**src/trgm_pkg.sv**
```systemverilog
`timescale 1ns / 1ps
// Shared types and constants for the trackpad gesture report mapper.
// Used by every module of the block; depends on nothing.
package trgm_pkg;

	localparam int WHEEL_STEP_DEF = 32;
	localparam int DELTA_W        = 16;
	localparam int ACC_W          = 17;
	localparam int CFG_IDX_W      = 2;
	localparam int CFG_DATA_W     = 16;
	localparam int IN_TDATA_W     = 40;
	localparam int OUT_TDATA_W    = 24;

	localparam logic [CFG_IDX_W-1:0] REG_INV_X = 2'd0;
	localparam logic [CFG_IDX_W-1:0] REG_INV_Y = 2'd1;
	localparam logic [CFG_IDX_W-1:0] REG_DELAY = 2'd2;

	localparam logic [CFG_DATA_W-1:0] DELAY_RST = 16'd100;

	localparam logic OP_TICK  = 1'b1;
	localparam logic KIND_KEY = 1'b0;
	localparam logic KIND_REL = 1'b1;

	localparam logic [1:0] CODE_LEFT   = 2'd0;
	localparam logic [1:0] CODE_RIGHT  = 2'd1;
	localparam logic [1:0] CODE_X      = 2'd0;
	localparam logic [1:0] CODE_Y      = 2'd1;
	localparam logic [1:0] CODE_WHEEL  = 2'd2;
	localparam logic [1:0] CODE_HWHEEL = 2'd3;

	typedef struct packed {
		logic                      opcode;
		logic                      tap_one;
		logic                      tap_two;
		logic                      hold_flag;
		logic                      scroll_flag;
		logic                      zoom_flag;
		logic                      movement_flag;
		logic                      palm_flag;
		logic signed [DELTA_W-1:0] delta_x;
		logic signed [DELTA_W-1:0] delta_y;
	} item_t;

	typedef struct packed {
		logic               neg;
		logic               zero;
		logic [DELTA_W-1:0] q;
	} axis_t;

	typedef struct packed {
		logic                      kind;
		logic [1:0]                code;
		logic signed [DELTA_W-1:0] value;
		logic                      sync;
	} report_t;

	typedef struct packed {
		logic [1:0] count;
		report_t    rep1;
		report_t    rep0;
	} result_t;

endpackage

```
**src/trgm_div_pipe.sv**
```systemverilog
`timescale 1ns / 1ps
// Input pipeline: registers the incoming word and splits the scroll deltas
// into magnitude quotient and remainder by the scroll divisor. Uses trgm_pkg.
module trgm_div_pipe import trgm_pkg::*; #(
	parameter int WHEEL_STEP = WHEEL_STEP_DEF,
	localparam int REM_W = $clog2(WHEEL_STEP)
) (
	input  logic                   clk,
	input  logic                   arst_n,
	input  logic                   in_valid,
	output logic                   in_ready,
	input  item_t                  in_item,
	input  logic                   inv_x,
	input  logic                   inv_y,
	input  logic                   adv,
	output logic                   out_valid,
	output item_t                  out_item,
	output axis_t [1:0]            out_axis,
	output logic [1:0][REM_W-1:0]  out_rem
);

	localparam int SHIFT   = DELTA_W + REM_W;
	localparam int MAG_W   = DELTA_W + 1;
	localparam int RECIP_W = DELTA_W + 1;
	localparam int PROD_W  = MAG_W + RECIP_W;
	localparam int DIV_W   = REM_W + 1;
	localparam logic [RECIP_W-1:0] RECIP =
		RECIP_W'(((64'd1 << SHIFT) + 64'(WHEEL_STEP) - 64'd1) / 64'(WHEEL_STEP));
	localparam logic [DIV_W-1:0] DIV_C = DIV_W'(WHEEL_STEP);

	logic v_s1, v_s2, v_s3;
	logic en1, en2, en3;
	item_t item_s1, item_s2, item_s3;

	logic [1:0]               neg_ctl;
	logic [1:0]               neg_c, zero_c;
	logic [1:0][MAG_W-1:0]    mag_c;
	logic [1:0][PROD_W-1:0]   prod_c;
	logic [1:0][DELTA_W-1:0]  q_c;
	logic [1:0][MAG_W-1:0]    qd_c;

	logic [1:0]               neg_s2, zero_s2, neg_s3, zero_s3;
	logic [1:0][MAG_W-1:0]    mag_s2, mag_s3, qd_s3;
	logic [1:0][DELTA_W-1:0]  q_s3;
	logic [1:0][PROD_W-1:0]   prod_s2;

	assign en3      = !v_s3 || adv;
	assign en2      = !v_s2 || en3;
	assign en1      = !v_s1 || en2;
	assign in_ready = en1;
	assign neg_ctl  = {inv_y, !inv_x};

	always_comb begin
		logic signed [DELTA_W-1:0] d;
		logic signed [DELTA_W:0]   e;
		logic                      gate;
		gate = item_s1.movement_flag || item_s1.scroll_flag;
		for (int i = 0; i < 2; i++) begin
			d = (i == 0) ? item_s1.delta_x : item_s1.delta_y;
			if (!gate)
				d = '0;
			e = {d[DELTA_W-1], d};
			if (neg_ctl[i])
				e = -e;
			neg_c[i]  = e[DELTA_W];
			zero_c[i] = (d == '0);
			mag_c[i]  = MAG_W'(e[DELTA_W] ? -e : e);
			prod_c[i] = PROD_W'(mag_c[i]) * PROD_W'(RECIP);
		end
	end

	always_comb begin
		for (int i = 0; i < 2; i++) begin
			q_c[i]  = DELTA_W'(prod_s2[i] >> SHIFT);
			qd_c[i] = MAG_W'(q_c[i]) * MAG_W'(DIV_C);
		end
	end

	always_ff @(posedge clk or negedge arst_n) begin
		if (!arst_n) begin
			v_s1 <= 1'b0;
			v_s2 <= 1'b0;
			v_s3 <= 1'b0;
		end else begin
			if (en1)
				v_s1 <= in_valid;
			if (en2)
				v_s2 <= v_s1;
			if (en3)
				v_s3 <= v_s2;
		end
	end

	always_ff @(posedge clk) begin
		if (en1)
			item_s1 <= in_item;
		if (en2) begin
			item_s2 <= item_s1;
			neg_s2  <= neg_c;
			zero_s2 <= zero_c;
			mag_s2  <= mag_c;
			prod_s2 <= prod_c;
		end
		if (en3) begin
			item_s3 <= item_s2;
			neg_s3  <= neg_s2;
			zero_s3 <= zero_s2;
			mag_s3  <= mag_s2;
			q_s3    <= q_c;
			qd_s3   <= qd_c;
		end
	end

	always_comb begin
		for (int i = 0; i < 2; i++) begin
			out_axis[i].neg  = neg_s3[i];
			out_axis[i].zero = zero_s3[i];
			out_axis[i].q    = q_s3[i];
			out_rem[i]       = REM_W'(mag_s3[i] - qd_s3[i]);
		end
	end

	assign out_valid = v_s3;
	assign out_item  = item_s3;

endmodule

```
**src/trgm_gesture.sv**
```systemverilog
`timescale 1ns / 1ps
// Gesture state and report selection: hold, tap and release countdown,
// scroll accumulators and movement. Uses trgm_pkg; fed by trgm_div_pipe.
module trgm_gesture import trgm_pkg::*; #(
	parameter int WHEEL_STEP = WHEEL_STEP_DEF,
	localparam int REM_W = $clog2(WHEEL_STEP)
) (
	input  logic                  clk,
	input  logic                  arst_n,
	input  logic                  in_valid,
	input  item_t                 item,
	input  axis_t [1:0]           axis,
	input  logic [1:0][REM_W-1:0] rem,
	input  logic                  commit,
	input  logic [DELTA_W-1:0]    release_delay,
	output result_t               result
);

	localparam int SUM_W = REM_W + 2;
	localparam logic signed [SUM_W-1:0] DIV_S = SUM_W'(WHEEL_STEP);

	logic signed [ACC_W-1:0] acc_q [2];
	logic signed [ACC_W-1:0] acc_n [2];
	logic                    tap_q, two_q, hold_q, armed_q;
	logic                    tap_n, two_n, hold_n, armed_n;
	logic [DELTA_W-1:0]      count_q, count_n;

	logic [1:0]                     lane_rep;
	logic signed [1:0][DELTA_W-1:0] lane_val;
	logic signed [ACC_W-1:0]        lane_acc [2];

	function automatic report_t mk(input logic kind, input logic [1:0] code,
			input logic signed [DELTA_W-1:0] value, input logic sync);
		report_t r;
		r.kind  = kind;
		r.code  = code;
		r.value = value;
		r.sync  = sync;
		return r;
	endfunction

	always_comb begin
		logic signed [SUM_W-1:0] rs;
		logic signed [SUM_W-1:0] s;
		logic signed [ACC_W-1:0] a;
		for (int i = 0; i < 2; i++) begin
			rs = $signed({2'b00, rem[i]});
			if (axis[i].neg)
				rs = -rs;
			s = rs + SUM_W'(acc_q[i]);
			a = $signed({1'b0, axis[i].q});
			if (axis[i].neg)
				a = -a;
			if (s < 0) begin
				s = s + DIV_S;
				a = a - 17'sd1;
			end
			if (s < 0) begin
				s = s + DIV_S;
				a = a - 17'sd1;
			end
			if (s >= DIV_S) begin
				s = s - DIV_S;
				a = a + 17'sd1;
			end
			// floor to truncation toward zero
			if (a < 0 && s != 0) begin
				a = a + 17'sd1;
				s = s - DIV_S;
			end
			lane_rep[i] = (a != '0);
			lane_val[i] = DELTA_W'(a);
			lane_acc[i] = ACC_W'(s);
		end
	end

	always_comb begin
		logic tap_ok, press_l, press_r, hx, wh;
		acc_n[0] = acc_q[0];
		acc_n[1] = acc_q[1];
		tap_n    = tap_q;
		two_n    = two_q;
		hold_n   = hold_q;
		armed_n  = armed_q;
		count_n  = count_q;
		result   = '0;
		tap_ok   = !(item.scroll_flag && item.zoom_flag);
		press_l  = item.tap_one && tap_ok;
		press_r  = !press_l && item.tap_two && tap_ok;
		hx       = !axis[0].zero && lane_rep[0];
		wh       = !axis[1].zero && lane_rep[1];
		if (item.opcode == OP_TICK) begin
			if (armed_q) begin
				if (count_q > 16'd1) begin
					count_n = count_q - 16'd1;
				end else begin
					armed_n      = 1'b0;
					count_n      = '0;
					tap_n        = 1'b0;
					two_n        = 1'b0;
					result.count = 2'(tap_q) + 2'(two_q);
					result.rep0  = mk(KIND_KEY, tap_q ? CODE_LEFT : CODE_RIGHT, 16'sd0, 1'b1);
					result.rep1  = mk(KIND_KEY, CODE_RIGHT, 16'sd0, 1'b1);
				end
			end
		end else begin
			if (!item.scroll_flag) begin
				acc_n[0] = '0;
				acc_n[1] = '0;
			end
			if (press_l)
				tap_n = 1'b1;
			if (press_r)
				two_n = 1'b1;
			if (item.hold_flag && !hold_q) begin
				hold_n       = 1'b1;
				result.count = 2'd1;
				result.rep0  = mk(KIND_KEY, CODE_LEFT, 16'sd1, 1'b1);
			end else if (!item.hold_flag && hold_q) begin
				hold_n       = 1'b0;
				result.count = 2'd1;
				result.rep0  = mk(KIND_KEY, CODE_LEFT, 16'sd0, 1'b1);
			end else if (press_l || press_r) begin
				armed_n      = 1'b1;
				count_n      = release_delay;
				result.count = 2'd1;
				result.rep0  = mk(KIND_KEY, press_l ? CODE_LEFT : CODE_RIGHT, 16'sd1, 1'b1);
			end else if (item.scroll_flag) begin
				if (!axis[0].zero)
					acc_n[0] = lane_acc[0];
				if (!axis[1].zero)
					acc_n[1] = lane_acc[1];
				result.count = 2'(hx) + 2'(wh);
				result.rep0  = hx ? mk(KIND_REL, CODE_HWHEEL, lane_val[0], 1'b1)
					: mk(KIND_REL, CODE_WHEEL, lane_val[1], 1'b1);
				result.rep1  = mk(KIND_REL, CODE_WHEEL, lane_val[1], 1'b1);
			end else if (item.movement_flag && !item.palm_flag) begin
				if (item.delta_x != '0 || item.delta_y != '0) begin
					result.count = 2'd2;
					result.rep0  = mk(KIND_REL, CODE_X, item.delta_x, 1'b0);
					result.rep1  = mk(KIND_REL, CODE_Y, item.delta_y, 1'b1);
				end
			end
		end
	end

	always_ff @(posedge clk or negedge arst_n) begin
		if (!arst_n) begin
			acc_q[0] <= '0;
			acc_q[1] <= '0;
			tap_q    <= 1'b0;
			two_q    <= 1'b0;
			hold_q   <= 1'b0;
			armed_q  <= 1'b0;
			count_q  <= '0;
		end else if (in_valid && commit) begin
			acc_q[0] <= acc_n[0];
			acc_q[1] <= acc_n[1];
			tap_q    <= tap_n;
			two_q    <= two_n;
			hold_q   <= hold_n;
			armed_q  <= armed_n;
			count_q  <= count_n;
		end
	end

endmodule

```
**src/trgm_out_reg.sv**
```systemverilog
`timescale 1ns / 1ps
// Result register: holds up to two reports of one item and sends them
// one word per cycle while m_ready is high. Uses trgm_pkg.
module trgm_out_reg import trgm_pkg::*; (
	input  logic    clk,
	input  logic    arst_n,
	input  logic    in_valid,
	input  result_t result,
	output logic    take,
	output logic    m_valid,
	input  logic    m_ready,
	output report_t word,
	output logic    m_last
);

	logic    valid_q, second_q, two_q;
	report_t rep0_q, rep1_q;

	assign m_last  = second_q || !two_q;
	assign take    = !valid_q || (m_ready && m_last);
	assign m_valid = valid_q;
	assign word    = second_q ? rep1_q : rep0_q;

	always_ff @(posedge clk or negedge arst_n) begin
		if (!arst_n) begin
			valid_q  <= 1'b0;
			second_q <= 1'b0;
			two_q    <= 1'b0;
		end else if (take) begin
			valid_q  <= in_valid && (result.count != 2'd0);
			second_q <= 1'b0;
			two_q    <= result.count[1];
		end else if (m_ready) begin
			second_q <= 1'b1;
		end
	end

	always_ff @(posedge clk) begin
		if (take) begin
			rep0_q <= result.rep0;
			rep1_q <= result.rep1;
		end
	end

endmodule

```
**src/trackpad_gesture_report_mapper.sv**
```systemverilog
`timescale 1ns / 1ps
// Top level of the trackpad gesture report mapper: configuration registers,
// word packing and the pipeline. Uses trgm_pkg, trgm_div_pipe, trgm_gesture, trgm_out_reg.
//
//  channel | direction | handshake          | payload
//  s_*     | in        | s_tvalid/s_tready  | frame or tick word, kind in s_tuser
//  m_*     | out       | m_tvalid/m_tready  | key or relative report, m_tlast per item
//  cfg_*   | in        | cfg_we             | register index and data, no read-back
//
// One word is accepted per cycle while the result register takes each item; a word
// passes the s1, s2 and s3 stages of trgm_div_pipe and then the result register.
// An item with two reports holds the result register until its second is sent.
// The scroll divide is a reciprocal multiply and a product-by-divisor stage.
// arst_n clears the pipeline, gesture state and registers to their defaults.
// m_tready low holds the result register and stalls the pipeline behind it.
module trackpad_gesture_report_mapper import trgm_pkg::*; #(
	parameter int WHEEL_STEP = WHEEL_STEP_DEF
) (
	input  logic                   clk,
	input  logic                   arst_n,
	input  logic                   s_tvalid,
	output logic                   s_tready,
	// tap_one, tap_two, hold_flag, scroll_flag, zoom_flag,
	// movement_flag, palm_flag, delta_x[15:0], delta_y[15:0], zero pad
	input  logic [IN_TDATA_W-1:0]  s_tdata,
	// opcode
	input  logic                   s_tuser,
	output logic                   m_tvalid,
	input  logic                   m_tready,
	// report_code[1:0], report_value[15:0], sync, zero pad
	output logic [OUT_TDATA_W-1:0] m_tdata,
	// report_kind
	output logic                   m_tuser,
	output logic                   m_tlast,
	input  logic                   cfg_we,
	input  logic [CFG_IDX_W-1:0]   cfg_index,
	input  logic [CFG_DATA_W-1:0]  cfg_data
);

	localparam int REM_W = $clog2(WHEEL_STEP);

	logic                  inv_x_q, inv_y_q;
	logic [DELTA_W-1:0]    delay_q;
	item_t                 in_item, p_item;
	logic                  p_valid, take;
	axis_t [1:0]           p_axis;
	logic [1:0][REM_W-1:0] p_rem;
	result_t               result;
	report_t               word;

	always_ff @(posedge clk or negedge arst_n) begin
		if (!arst_n) begin
			inv_x_q <= 1'b0;
			inv_y_q <= 1'b0;
			delay_q <= DELAY_RST;
		end else if (cfg_we) begin
			unique case (cfg_index)
				REG_INV_X: inv_x_q <= cfg_data[0];
				REG_INV_Y: inv_y_q <= cfg_data[0];
				REG_DELAY: delay_q <= cfg_data;
				default: ;
			endcase
		end
	end

	assign in_item.opcode         = s_tuser;
	assign in_item.tap_one        = s_tdata[0];
	assign in_item.tap_two        = s_tdata[1];
	assign in_item.hold_flag      = s_tdata[2];
	assign in_item.scroll_flag    = s_tdata[3];
	assign in_item.zoom_flag      = s_tdata[4];
	assign in_item.movement_flag  = s_tdata[5];
	assign in_item.palm_flag      = s_tdata[6];
	assign in_item.delta_x        = s_tdata[22:7];
	assign in_item.delta_y        = s_tdata[38:23];

	trgm_div_pipe #(.WHEEL_STEP(WHEEL_STEP)) u_div (
		.clk      (clk),
		.arst_n   (arst_n),
		.in_valid (s_tvalid),
		.in_ready (s_tready),
		.in_item  (in_item),
		.inv_x    (inv_x_q),
		.inv_y    (inv_y_q),
		.adv      (take),
		.out_valid(p_valid),
		.out_item (p_item),
		.out_axis (p_axis),
		.out_rem  (p_rem)
	);

	trgm_gesture #(.WHEEL_STEP(WHEEL_STEP)) u_gesture (
		.clk          (clk),
		.arst_n       (arst_n),
		.in_valid     (p_valid),
		.item         (p_item),
		.axis         (p_axis),
		.rem          (p_rem),
		.commit       (take),
		.release_delay(delay_q),
		.result       (result)
	);

	trgm_out_reg u_out (
		.clk     (clk),
		.arst_n  (arst_n),
		.in_valid(p_valid),
		.result  (result),
		.take    (take),
		.m_valid (m_tvalid),
		.m_ready (m_tready),
		.word    (word),
		.m_last  (m_tlast)
	);

	assign m_tdata = {5'b0, word.sync, word.value, word.code};
	assign m_tuser = word.kind;

	a_ready_when_empty: assert property (@(posedge clk) disable iff (!arst_n)
		!m_tvalid |-> s_tready)
		else $error("input stalled with empty result register");

	a_pair_completes: assert property (@(posedge clk) disable iff (!arst_n)
		m_tvalid && m_tready && !m_tlast |=> m_tvalid && m_tlast)
		else $error("second report of a pair missing");

	a_key_sync: assert property (@(posedge clk) disable iff (!arst_n)
		m_tvalid && (m_tuser == KIND_KEY) |-> word.sync)
		else $error("key report without sync");

	a_x_not_last: assert property (@(posedge clk) disable iff (!arst_n)
		m_tvalid && (m_tuser == KIND_REL) && (word.code == CODE_X) |-> !m_tlast)
		else $error("x movement report not followed by y");

endmodule

```
**config.mk**
```make
export PLATFORM = sky130hd
export DESIGN_NAME = trackpad_gesture_report_mapper
export DESIGN_NICKNAME = d
export VERILOG_FILES = /design/src/trgm_pkg.sv /design/src/trgm_div_pipe.sv /design/src/trgm_gesture.sv /design/src/trgm_out_reg.sv /design/src/trackpad_gesture_report_mapper.sv
export SDC_FILE = /design/constraint.sdc
export NUM_CORES = 1
export LEC_CHECK = 0
export ABC_AREA = 1
export BUFFER_PORTS_ARGS = -buffer_cell sky130_fd_sc_hd__buf_2
export CORE_MARGIN = 3
export CORE_UTILIZATION = 51
export DETAILED_ROUTE_END_ITERATION = 12
export GPL_TIMING_DRIVEN = 1
export PLACE_DENSITY = 0.68
export SETUP_SLACK_MARGIN = 0.02
export SYNTH_ARGS = -nofsm -noshare
export SYNTH_HDL_FRONTEND = slang
export SYNTH_SLANG_ARGS = --single-unit
```
**constraint.sdc**
```tcl
create_clock -name clk -period 7.3 [get_ports clk]
set_input_delay 0.365 -clock clk [delete_from_list [all_inputs] [get_ports clk]]
set_output_delay 0.365 -clock clk [all_outputs]
set_load 0.02 [all_outputs]
```
* Word-level counts from Yosys, hierarchy flattened
Cells that the tools add are included.
** Storage, ports and cells
- Input bits :: 64
- Register bits :: 314
- Output and inout bits :: 28
- Word-level logic and storage cells :: 245
** Cells by class
- Muxes and demuxes :: 74
- Reduce and logical (&&, ||, !) cells :: 58
- Add/subtract/negate cells :: 31
- $lt $le $gt $ge :: 9
- Bitwise gates (word level) :: 1
- Equality and inequality tests :: 6
** Operators with widths (number)
- $mux 42 :: 6
- $mux 17 :: 14
- $mux 34 :: 5
- $mux 16 :: 10
- $mux 20 :: 7
- $mux 7 :: 10
- $add 17x2->17 const B :: 4
- $sub 17x2->17 const B :: 4
- $reduce_bool 32->1 :: 2
- $lt 17x1->1 const B :: 2
- $neg 12->17 :: 2
- $neg 16->17 :: 2
- $neg 17->17 :: 2
- $reduce_bool 17->1 :: 2
- $logic_not 16->1 :: 2
- $reduce_bool 16->1 :: 2
- $add 7x7->7 const B :: 4
- $lt 7x1->1 const B :: 4
- $sub 7x7->7 const B :: 4
- $mux 1 :: 18
- $mux 18 :: 1
- $gt 16x1->1 const B :: 1
- $sub 16x1->16 const B :: 1
- $add 7x7->7 :: 2
- other kinds (19) :: 68

* Depth between registers and ports, before layout
- Depth in word-level cells :: 23
- Depth in mapped cells :: 47

* Hierarchy
A second synthesis with hierarchy kept.
** Second synthesis, totals
- Cells, all modules :: 2622
- Area, all modules :: 19809.0 µm²
** Modules (own cells, without submodules)
- trgm_gesture :: times used 1, cells each 1738, area an instance 9075.0 µm², sequential area each 850.8 µm²
- trgm_div_pipe :: times used 1, cells each 676, area an instance 8345.5 µm², sequential area each 5960.7 µm²
- trgm_out_reg :: times used 1, cells each 118, area an instance 1570.3 µm², sequential area each 1276.2 µm²
- trackpad_gesture_report_mapper :: times used 1, cells each 90, area an instance 818.3 µm², sequential area each 454.2 µm²

* Worst setup path before layout
OpenSTA, ideal clock, no wires.
- Kind :: register to register
- Start :: register u_div.neg_s3[0]
- End :: register u_out.valid_q, in the netlist u_out.m_valid
- Period minus slack after synthesis :: 5.520 ns
- Path buffers :: 5
- Setup time :: 0.170 ns
- Data required time :: 7.130 ns
- Path slack :: 1.780 ns
- Arrival :: 5.350 ns
- Cell stages (with the launch flop) :: 44
- Cells stage by stage :: edfxtp_1 buf_6 buf_4 buf_2 o31ai_1 xnor2_1 ha_1 nand2_1 nand2_1 nand2_1 nand2_1 nor2_1 nand2_4 nand2_4 buf_12 buf_8 nand2_1 nand2_1 (+8 left out) inv_1 nor2_1 nand3_1 nor2_1 nand4_1 nor2_2 nand2_1 nand2_1 nand2_1 nor2_4 nand3_4 nand2_4 inv_2 ha_1 a21oi_1 nor3_1 o21ai_0 nand2_1
** Between the ends
- Word-level cells in the longest chain between the ends :: 21
- Elaborated cells between the ends (all ways) :: 33
** RTL lines
- start: declaration :: RTL line trgm_div_pipe.sv:42 : logic [1:0] neg_s2, zero_s2, neg_s3, zero_s3;
- start signal: assignment :: RTL line trgm_div_pipe.sv:106 : neg_s3 <= neg_s2;
- $mux 7 :: RTL line trgm_gesture.sv:48 : if (axis[i].neg)
- $add 7x7->7 :: RTL line trgm_gesture.sv:50 : s = rs + SUM_W'(acc_q[i]);
- $lt 7x1->1 or $add 7x7->7 (tied branches) :: RTL line trgm_gesture.sv:54, trgm_gesture.sv:55
- $mux 17 or $mux 7 (tied branches) :: RTL line trgm_gesture.sv:54 : if (s < 0) begin
- $sub 17x2->17, or another cell as far along :: RTL line trgm_gesture.sv:60 : a = a - 17'sd1;
- $mux 17 or $mux 7 (tied branches) :: RTL line trgm_gesture.sv:58 : if (s < 0) begin
- $add 17x2->17, or another cell as far along :: RTL line trgm_gesture.sv:64 : a = a + 17'sd1;
- $mux 17 or $mux 7 (tied branches) :: RTL line trgm_gesture.sv:62 : if (s >= DIV_S) begin
- (+5 left out)
- $add 1x1->2 (*) :: RTL line trgm_gesture.sv:133 : result.count = 2'(hx) + 2'(wh);
- $mux 42 (*) :: RTL line trgm_gesture.sv:128 : end else if (item.scroll_flag) begin
- $mux 2 (*) :: RTL line trgm_gesture.sv:123 : end else if (press_l || press_r) begin
- $mux 2 (*) :: RTL line trgm_gesture.sv:119 : end else if (!item.hold_flag && hold_q) begin
- $mux 2 (*) :: RTL line trgm_gesture.sv:115 : if (item.hold_flag && !hold_q) begin
- $mux 42 (*) :: RTL line trgm_gesture.sv:92 : if (item.opcode == OP_TICK) begin
- $reduce_bool 2->1 (*) :: RTL line trgm_out_reg.sv:30 : valid_q <= in_valid && (result.count != 2'd0);
- $logic_and 1x1->1 (*) :: RTL line trgm_out_reg.sv:30
- end signal: assignment :: RTL line trgm_out_reg.sv:30
- end: declaration :: RTL line trgm_out_reg.sv:16 : logic valid_q, second_q, two_q;
Every way passes the cells marked *; elsewhere a longest branch is shown, timed or not.
A chain may end at the register's enable or synchronous reset.

* Worst setup path in the final report
- Start :: register u_div.mag_s3[17] (netlist name)
- End :: register u_out.valid_q, in the netlist u_out.m_valid
** Between the ends
- Word-level cells in the longest chain between the ends :: 23
- Elaborated cells between the ends (all ways) :: 33
** RTL lines
- start: declaration :: RTL line trgm_div_pipe.sv:43 : logic [1:0][MAG_W-1:0] mag_s2, mag_s3, qd_s3;
- start signal: assignment :: RTL line trgm_div_pipe.sv:108 : mag_s3 <= mag_s2;
- $sub 5x1->5 (*) :: RTL line trgm_div_pipe.sv:119 : out_rem[i] = REM_W'(mag_s3[i] - qd_s3[i]);
- $neg 5->7 :: RTL line trgm_gesture.sv:49 : rs = -rs;
- $mux 7 (*) :: RTL line trgm_gesture.sv:48
- $add 7x7->7 (*) :: RTL line trgm_gesture.sv:50
- $lt 7x1->1 or $add 7x7->7 (tied branches) :: RTL line trgm_gesture.sv:54, trgm_gesture.sv:55
- $mux 17 or $mux 7 (tied branches) :: RTL line trgm_gesture.sv:54
- $sub 17x2->17, or another cell as far along :: RTL line trgm_gesture.sv:60
- $mux 17 or $mux 7 (tied branches) :: RTL line trgm_gesture.sv:58
- (+7 left out)
- $add 1x1->2 (*) :: RTL line trgm_gesture.sv:133
- $mux 42 (*) :: RTL line trgm_gesture.sv:128
- $mux 2 (*) :: RTL line trgm_gesture.sv:123
- $mux 2 (*) :: RTL line trgm_gesture.sv:119
- $mux 2 (*) :: RTL line trgm_gesture.sv:115
- $mux 42 (*) :: RTL line trgm_gesture.sv:92
- $reduce_bool 2->1 (*) :: RTL line trgm_out_reg.sv:30
- $logic_and 1x1->1 (*) :: RTL line trgm_out_reg.sv:30
Marks and branches as above.

==> results.cfg <==
[status]
outcome = finished, final reports clean

[setup_path]
cp.depth = 42
cp-endpoint = u_out.m_valid$_DFFE_PN0N_
cp_num_buf_inv = 7
rrSetupSlack_ns = 0.87
critPathSlowestCell = fa_1
r2r_end = u_out.m_valid$_DFFE_PN0N_
crit_fanout = 15
r2r_start = u_div.mag_s3[17]$_DFFE_PP_
critPathRequiredTime_ns = 7.72
cp_top_family = simple AND/OR/NAND/NOR gates
crit_path_max_incr_delay_ns = 0.48
rr_worst_depth = 42
cp-startpoint = u_div.mag_s3[17]$_DFFE_PP_
cp.arrival_ns = 6.85
startpoint_type = flop
cpMostUsedCell = nand2_1
cp-end-kind = flop
crit_type = flop to flop

[routing]
wl_per_cell_um = 15.7
drt-met1-wl_mm = 18.8
top_layer_used = met5
drt_iter0_drc = 954
dr_wl_met2_mm = 21.5
vias_per_cell = 5.29
remaining_drc_errors = 0
routed_wl_mm = 43.8
wl_met3_mm = 2.09
first_pass_iters = 6
ant_nets = 0
vias = 14800

[timing]
skew_ns = 0.0189
setup_tns_ns = 0
fmax_mhz = 156
worst_pin_slew_ns = 1.00
min_period_over_period_pct = 88.0
setup_viol = 0
timing.final.crit_period_ns = 6.43
drv_slew = 0
rsz0062_at_grt = false
slew_headroom_pct = 33.0
hold_viol_final = 0

[floorplan]
die-area_sq_mm = 0.0378
core-area_sq_mm = 0.0348
start_util_pct = 52.0
die_width_um = 194
rows = 68
die_h_um = 194
io_pins = 92

[synthesis]
synth_edf_count = 235
postSynthAreaPerCell_sq_um = 8.30
ys.flop_type = edfxtp_1
synth-async-reset-ratio_pct = 19.8
syn_area_sq_mm = 0.0181
synth_seq_cells = 293
synthDistinctLibCells = 65
synthCells = 2181
synth-seq-area-share_pct = 47.0
ys_warn_count = 0

[global_routing]
grt_max_degree = 59
grt_pass1_vias = 14400
antenna_found_initial = 1
grt_pass1_wl_mm = 71.3
grt-ovfl-total = 0
grt_usage_pct = 22.8

[clock_network]
path_clk_slew_ns = 0.07
cts-root-buf = clkbuf_16
htree_num_levels = 1
cts.sinks = 293
clock_path_buffers = 3
cts-resized-gates = 0
worstSkewPairLatency_ns = 0.58
numCtsBuffers = 31
tritoncts = done

[place]
port_buffers = 85
dp_hpwl_mm = 32.8
placedInstanceArea_sq_mm = 0.0189
gp_congestion = 0.925

[final_layout]
design_area_sq_mm = 0.0204
layout_commonest_cell = nand2_1
nFillCells = 3089
nNetsFinal = 2419
drive_gt1_share_pct = 13.0
final_cell_mix = nand2_1, inv_1, edfxtp_1
synthToLayoutAreaGrowth_pct = 12.8
diodes = 0

[power_and_ir_drop]
power-per-cell-area_mw_per_mm2 = 521
ir_drop_mv = 0.289
power_leakage_nw = 9.56

[worst_hold_path]
hp-class = input port to flop
hold_depth = 2

[run]
cap_violations = 0
sequential cells by signal (all words and copies together), names as in the netlist, 2 cells and up:
signal	flops
u_out.rep0_q	19
u_div.zero_s3	2
u_gesture.count_q	16
u_div.zero_s2	2
u_div.out_axis	12
u_div.neg_s3	2
u_div.mag_s2	34
u_div.qd_s3	12
u_div.mag_s3	10
u_div.item_s1	40
u_gesture.acc_q	14
delay_q	16
u_div.neg_s2	2
u_div.out_item	40
u_out.rep1_q	20
u_div.item_s2	40
how the worst min path moves through the flow:
| stage | start | endpoint |
|---|---|---|
| floorplan | arst_n | delay_q[0]$_DFFE_PN0P_ |
| global placement | u_div.item_s2[6]$_DFFE_PP_ | u_div.out_item[6]$_DFFE_PP_ |
| detailed placement | u_div.neg_s2[0]$_DFFE_PP_ | u_div.neg_s3[0]$_DFFE_PP_ |
| CTS | cfg_data[15] | delay_q[15]$_DFFE_PN0P_ |
| global route | cfg_data[6] | delay_q[6]$_DFFE_PN1P_ |
| finish | cfg_data[15] | delay_q[15]$_DFFE_PN0P_ |
cells by family after synthesis:
family	Yosys count	share of synthesized area [%]
XOR/XNOR	105	5.12
adder cells (fa/ha/maj)	37	2.64
other	1	0.0207
AND/OR/NAND/NOR	1190	30.3
flip-flops	293	47.0
multiplexers	10	0.622
buffers and inverters	356	8.05
AO/OA/AOI/OAI	189	6.19
worst register-to-register path, delay by kind of cell (launching register included):
| kind | cells | cell delay, ns |
|---|---|---|
| DFF | 1 | 0.41 |
| AOI/OAI and AO/OA | 5 | 0.97 |
| buffers and inverters | 7 | 0.77 |
| and+or+nand+nor | 25 | 2.65 |
| adders and majority gates | 5 | 1.48 |
power breakdown:
part | switching (mW) | total (mW) | internal (mW)
Clock | 0.661 | 1.56 | 0.901
Combinational | 4.36 | 6.32 | 1.95
Sequential | 0.320 | 2.76 | 2.44
Total | 5.34 | 10.6 | 5.29
Yosys cell counts, types with 5 or more instances:
cell type	number	area (sq um)
nor2_4	17	191
nand3_2	13	130
nand3_4	5	87.6
nor4_1	10	62.6
nand2_2	30	188
dfrtp_1	55	1380
clkinv_1	6	22.5
a31oi_1	8	50.1
o21ai_2	7	61.3
buf_2	5	25.0
nand3b_1	7	52.6
clkbuf_1	21	78.8
o22ai_1	9	56.3
nor3b_1	5	37.5
xnor2_1	26	228
nand2_1	592	2220
o21ai_0	76	380
edfxtp_1	235	7060
buf_4	10	75.1
mux2_2	10	113
nor3_1	42	210
o31ai_1	7	52.6
o21ai_1	9	45.0
ha_1	35	438
inv_1	283	1060
nor2_1	198	743
nor2_2	23	144
or2_2	5	31.3
a22oi_1	9	67.6
nand4_1	58	363
inv_2	21	78.8
a21oi_1	40	200
xor2_1	78	683
nand3_1	162	811
nand2_4	11	124
timing repair:
| action | CTS | global route |
|---|---|---|
| buffers inserted | 0 | 3 |
| setup endpoints to repair | 0 | 2 |
| hold buffers | 48 | 0 |
| endpoints found under the hold margin | 102 | 0 |
layout make-up:
type	count	area [sq um]	area share [%]
timing repair buffer	144	988	4.84
multi-input combinational	1538	8160	39.9
tap	455	569	2.79
clock buffer	48	950	4.65
clock inverter	10	83.8	0.410
sequential	293	8510	41.7
inverter	310	1160	5.70
stage by stage:
stage | instances | setup slack (ns) | util, % | power (mW) | hold WS (ns)
after floorplan | 2187 | 1.78 | - | 7.71 | 0.0694
after global placement | 2689 | 0.856 | 54.3 | 8.87 | 0.400
after detailed placement | 2689 | 0.737 | 54.3 | 9.01 | 0.405
after CTS | 2795 | 0.710 | 58.6 | 10.6 | 0.0000305
after global routing | 2798 | 0.185 | 58.7 | 11.6 | 0.0145
final | 2798 | 0.874 | 58.7 | 10.6 | 0.0255
metal layers:
metal | vias to the layer above | track usage (%)
met5 | - | 0
met4 | 2 | 6.97
met3 | 85 | 2.93
met2 | 386 | 40.7
met1 | 6883 | 29.2
li1 | 7455 | -
(Power assumes the default switching activity.)
